### config.mk
export PLATFORM = sky130hd
export DESIGN_NAME = kwm_ctrl
export DESIGN_NICKNAME = d
export VERILOG_FILES = /design/src/sv/assert_macros.svh /design/src/sv/kwm_pkg.sv /design/src/sv/kwm_ctrl.sv
export SDC_FILE = /design/constraint.sdc
export NUM_CORES = 1
export LEC_CHECK = 0
export BUFFER_PORTS_ARGS = -buffer_cell sky130_fd_sc_hd__buf_2
export CORE_AREA = 4 4 41 43
export DETAILED_ROUTE_END_ITERATION = 10
export DIE_AREA = 0 0 45 47
export GPL_TIMING_DRIVEN = 0
export PLACE_DENSITY = 0.6
export SETUP_SLACK_MARGIN = 0.15
export SYNTH_ARGS = -nofsm -noshare
export SYNTH_HDL_FRONTEND = slang
export SYNTH_SLANG_ARGS = --single-unit
### constraint.sdc
create_clock -name clk -period 1.49 [get_ports clk]
set_input_delay 0.3725 -clock clk [delete_from_list [all_inputs] [get_ports clk]]
set_output_delay 0.3725 -clock clk [all_outputs]
set_load 0.02 [all_outputs]
### src/sv/assert_macros.svh
// Assertion macros shared by the merge block
`ifndef ASSERT_MACROS_SVH
`define ASSERT_MACROS_SVH

// Same-cycle implication under reset
`define KWM_ASSERT_IMP(lbl, clk, rstn, ante, cons) \
    lbl: assert property (@(posedge clk) disable iff (!rstn) (ante) |-> (cons)) \
        else $error("implication check failed");

// Next-cycle implication under reset
`define KWM_ASSERT_NEXT(lbl, clk, rstn, ante, cons) \
    lbl: assert property (@(posedge clk) disable iff (!rstn) (ante) |=> (cons)) \
        else $error("next-cycle check failed");

`endif

### src/sv/kwm_pkg.sv
// Shared constants, types and controller commands for the K-way merge block
package kwm_pkg;

    localparam int LANES      = 8;
    localparam int LANE_DEPTH = 64;

    localparam int LANE_W    = 3;
    localparam int VALUE_W   = 32;
    localparam int ACT_W     = 4;
    localparam int ACT_RESET = 8;

    localparam int LANE_IDX_W = $clog2(LANES);
    localparam int PTR_W      = $clog2(LANE_DEPTH);
    localparam int FILL_W     = $clog2(LANE_DEPTH + 1);
    localparam int ADDR_W     = $clog2(LANES * LANE_DEPTH);
    localparam int CMP_W      = ((LANE_IDX_W > ACT_W) ? LANE_IDX_W : ACT_W) + 1;
    localparam int CHK_W      = ((LANE_IDX_W > LANE_W) ? LANE_IDX_W : LANE_W) + 1;

    typedef enum logic [1:0] {
        ST_APPENDED = 2'd0,
        ST_POPPED   = 2'd1,
        ST_DROPPED  = 2'd2,
        ST_EMPTY    = 2'd3
    } status_t;

    typedef struct packed {
        logic                  capture;
        logic                  append;
        logic                  scan_first;
        logic                  scan_issue;
        logic [LANE_IDX_W-1:0] scan_idx;
        logic                  finish;
    } ctrl_cmd_t;

endpackage

### src/sv/kwm_ctrl.sv
// Controller state machine: sequences append, head scan and pop finish
module kwm_ctrl (
    input  logic               clk,
    input  logic               rst_n,
    input  logic               start,
    input  logic               cmd,
    output logic               busy,
    output kwm_pkg::ctrl_cmd_t ctrl
);

    typedef enum logic [2:0] {
        S_IDLE,
        S_APPEND,
        S_SCAN,
        S_DRAIN,
        S_FINISH
    } state_t;

    localparam logic [kwm_pkg::LANE_IDX_W-1:0] LAST_IDX =
        kwm_pkg::LANE_IDX_W'(kwm_pkg::LANES - 1);

    state_t                          state_reg, state_next;
    logic                            busy_reg, busy_next;
    logic [kwm_pkg::LANE_IDX_W-1:0]  idx_reg, idx_next;

    always_comb
    begin
        state_next      = state_reg;
        busy_next       = busy_reg;
        idx_next        = idx_reg;
        ctrl            = '0;
        ctrl.scan_idx   = idx_reg;
        case (state_reg)
            S_IDLE:
            begin
                if (start)
                begin
                    ctrl.capture = 1'b1;
                    busy_next    = 1'b1;
                    idx_next     = '0;
                    state_next   = cmd ? S_SCAN : S_APPEND;
                end
            end
            S_APPEND:
            begin
                ctrl.append = 1'b1;
                busy_next   = 1'b0;
                state_next  = S_IDLE;
            end
            S_SCAN:
            begin
                ctrl.scan_issue = 1'b1;
                ctrl.scan_first = (idx_reg == '0);
                if (idx_reg == LAST_IDX)
                begin
                    idx_next   = '0;
                    state_next = S_DRAIN;
                end
                else
                begin
                    idx_next = idx_reg + 1'b1;
                end
            end
            S_DRAIN:
            begin
                state_next = S_FINISH;
            end
            S_FINISH:
            begin
                ctrl.finish = 1'b1;
                busy_next   = 1'b0;
                state_next  = S_IDLE;
            end
            default:
            begin
                busy_next  = 1'b0;
                state_next = S_IDLE;
            end
        endcase
    end

    always_ff @(posedge clk or negedge rst_n)
    begin
        if (!rst_n)
        begin
            state_reg <= S_IDLE;
            busy_reg  <= 1'b0;
            idx_reg   <= '0;
        end
        else
        begin
            state_reg <= state_next;
            busy_reg  <= busy_next;
            idx_reg   <= idx_next;
        end
    end

    assign busy = busy_reg;

endmodule

==> results.md <==
* Status: finished with violations
* Violated checks: setup timing
* Post-synthesis mux area share at 0%
* Most frequent cell on the critical path: buf_6
* Final period util at 109%
* Sequential share of the synthesized area at slightly below 50%
* Synthesized instance count at 33
* Syn Nets at 40
* Synthesis-stage register bit count at 7
* Startpoint type of the worst setup path: flop
* P_leak at roughly 0.29 nW
* Post-Syn Area at about 360 µm²
* Flop pwr share at just under 30%
* Worst setup path end: ctrl[5]
* CP Capture Type: output pin
* Routed vias/inst at approximately 4.7
* R2R Setup Slk at 0.23 ns
* Global-route wire length before repair at roughly 1500 µm
* Final nets at between 60 and 70
* RSZ-0062 raised after global routing: yes
* Vias in the first global route at 338
* Int Power at 724 µW
* # diodes at 0
* Crit-path max FO at 4
* Commonest cells in the netlist: dfrtp_1 (7), ha_1 (3), nor2_1 (3), nor3b_1 (3)
* Post-synthesis compound-gate area fraction at approximately 16%
* Post-synthesis adder-cell area fraction at between 10 and 15%
* DR DRC count at 0
* Worst-skew pair later-pin latency at ~0.25 ns
* Routed Wire Length at 881 µm
* Initial antenna violation count at 0
* H-tree levels at 1
* Placed insts at 60
* Post-synth EDFFs at 0
* CTS tree: built
* Post-layout util at 44.3%
* Relative slew slack at between 80% and 90%
* Worst R2R Start: state_reg[1]
* Area Growth Syn to Fin at 58.4%
* Clk root buf: clkbuf_4
* Effective utilization at floorplan at 28.0%
* Hold crit path type: in2reg
* Drt wl/cell at between 10 and 15 µm
* IO Pins at 13
* Die area at roughly 2100 µm²
* Crit Path Class: reg2out
* Antenna Violating Nets Remaining at 0
* # setup viols final at 5
* DR WL met2 at 404 µm
* Pwr/cell area at 2110 nW/µm²
* Power Total at roughly 1.2 mW
* Final Hold Vio Count at 0
* Post-Synth XOR/XNOR Area at 0%
* Placer Congestion at about 0.7
* Largest net degree at the start of global routing at 9
* Final Critical Period at around 1.6 ns
* Main area contributors after synthesis: dfrtp_1 (48%), ha_1 (10%), nor3b_1 (6.2%), a22o_2 (5.5%), nor3_4 (4.5%)
* Share of the synthesized area in the top cell type at roughly 48%
* DR pass1 iterations at 4
* M1 WL at ~400 µm
* Achievable Freq at about 600 MHz
* Max-capacitance violation count at 0
* Clock Power Share at around 14%
* Top-count cell post-synth: dfrtp_1
* Reg-to-Reg End: idx_reg[1]
* Initial DRC Count at 2
* Leading area contributor after synthesis: dfrtp_1
* Max incr delay on CP at approximately 0.37 ns
* Synth Flop Type: dfrtp_1
* Die Span Y at 47 µm
* Core area at between 1000 and 1500 µm²
* Port-buffer cells at 12
* Max VDD drop at between 0.0007 and 0.0008 V
* Gr usage total at between 10% and 20%
* Share of layout cells above drive strength 1 at between 50% and 60%
* Synth warn at 0
* Comb pwr share at between 50% and 60%
* Crit path cell chain: buf_6 -> nor3_4 -> and3b_2 -> buf_6
* Sw Ratio at around two fifths
* Max-slew violations at 0
* Count of different cell masters after synthesis at 17
* DR vias at approximately 330
* Share of synthesized registers carrying an async set or reset at 100%
* CTS max path bufs at 2
* Crit path launch: state_reg[2]
* Die width at ~45 µm
* Mean Syn Cell Area at 11.0 µm²
* Clock transition at path regs at 0.05 ns
* Cts bufs inserted at 3
* Slowest cell on crit path: dfrtp_1
* Fin cells at 70
* Simple-gate area share of the yosys netlist at 21.0%
* R2R depth at 5
* Actual slew at the worst max-slew pin at 0.251 ns
* Psw at 494 µW
* Grt total ovfl at 0
* Clock Sink Count at 7
* Final WS setup at -0.137 ns
* Fillers at around 140
* Data arrival time of the critical path at 1.25 ns
* Met3 wire len at between 70 and 80 µm
* Top Metal Used: met3
* Worst Skew at ~0.0026 ns
* Core Rows at 13
* Largest family of logic cells by synthesized area: simple AND/OR/NAND/NOR gates
* DP Worst Slack at -0.0573 ns
* CP required at 1.12 ns
==> area by class of cell <==
class | instances | area (µm²) | share of cell area (%)
multi-input combinational | 22 | 190 | 33.0
sequential | 7 | 178 | 30.8
timing repair buffer | 18 | 141 | 24.5
clock buffer | 4 | 26.3 | 4.56
tap | 15 | 18.8 | 3.25
buffer | 1 | 11.3 | 1.95
inverter | 3 | 11.3 | 1.95
==> stage by stage <==
| step | hold slack (ns) | TNS (ns) | cell area, µm² |
|---|---|---|---|
| after global routing | 0.446 | -0.744 | 577 |
| after detailed placement | 0.221 | -0.0573 | 444 |
| final | 0.431 | -0.449 | 577 |
| after global placement | 0.217 | -0.0334 | 444 |
| after CTS | 0.423 | -0.431 | 554 |
| after floorplan | 0.0769 | -0.0245 | 365 |
==> worst max-delay path, delay by kind of cell, from the launching register on <==
family,cells,cell delay (ns)
flops,1,0.37
buf+inv,2,0.24
simple gates,2,0.40
==> how the worst min path moves through the flow <==
stage / startpoint / endpoint / depth (start not counted)
3_3_place_gp: rst_n / busy / 1
5_1_grt: cmd / state_reg[1] / 3
4_1_cts: cmd / state_reg[1] / 3
2_1_floorplan: rst_n / busy / 0
6_report: cmd / state_reg[1] / 3
3_5_place_dp: rst_n / state_reg[1] / 1
==> per-layer routing <==
metal	vias up	GRT usage [%]
met1	152	12.3
met3	0	2.30
li1	163	-
met5	-	0
met4	0	7.02
met2	12	15.5
==> cell families (layout without fill, tap and decap cells) <==
kind of cell | after synthesis | in the layout
buffers and inverters | 4 | 26
DFF | 7 | 7
AOI/OAI and AO/OA | 8 | 8
and+or+nand+nor | 11 | 11
adders and majority gates | 3 | 3
==> cells in the final DEF, fill, tap and decap left out <==
cell type,n
nor2_4,1
nor3b_2,1
dfrtp_2,2
a21oi_1,2
buf_4,5
inv_2,1
o21ai_1,1
ha_1,3
nor3_4,1
clkbuf_1,1
a22o_1,1
and3_4,1
dlygate4sd3_1,1
a211oi_1,1
nor3b_1,2
clkbuf_4,3
nor2_1,2
buf_2,8
a22o_2,2
a22oi_1,1
inv_1,2
dfrtp_1,5
nor3_1,2
buf_6,4
buf_12,1
and3b_2,1
==> timing repair <==
action,in CTS,in global routing
pin swaps,3,1
endpoints found under the hold margin,7,0
setup buffers,4,1
resized for setup,11,4
endpoints found under the setup margin,5,5
gates cloned,0,0
hold buffers,1,0
==> power by group through the flow <==
stage	clock, mW	sequential (mW)	combinational [mW]
2_1_floorplan	0	0.394	0.324
3_3_place_gp	0	0.349	0.511
3_5_place_dp	0	0.352	0.526
4_1_cts	0.180	0.356	0.666
5_1_grt	0.187	0.373	0.754
6_report	0.170	0.358	0.691
Note: power is estimated with default switching activity, not from simulation.
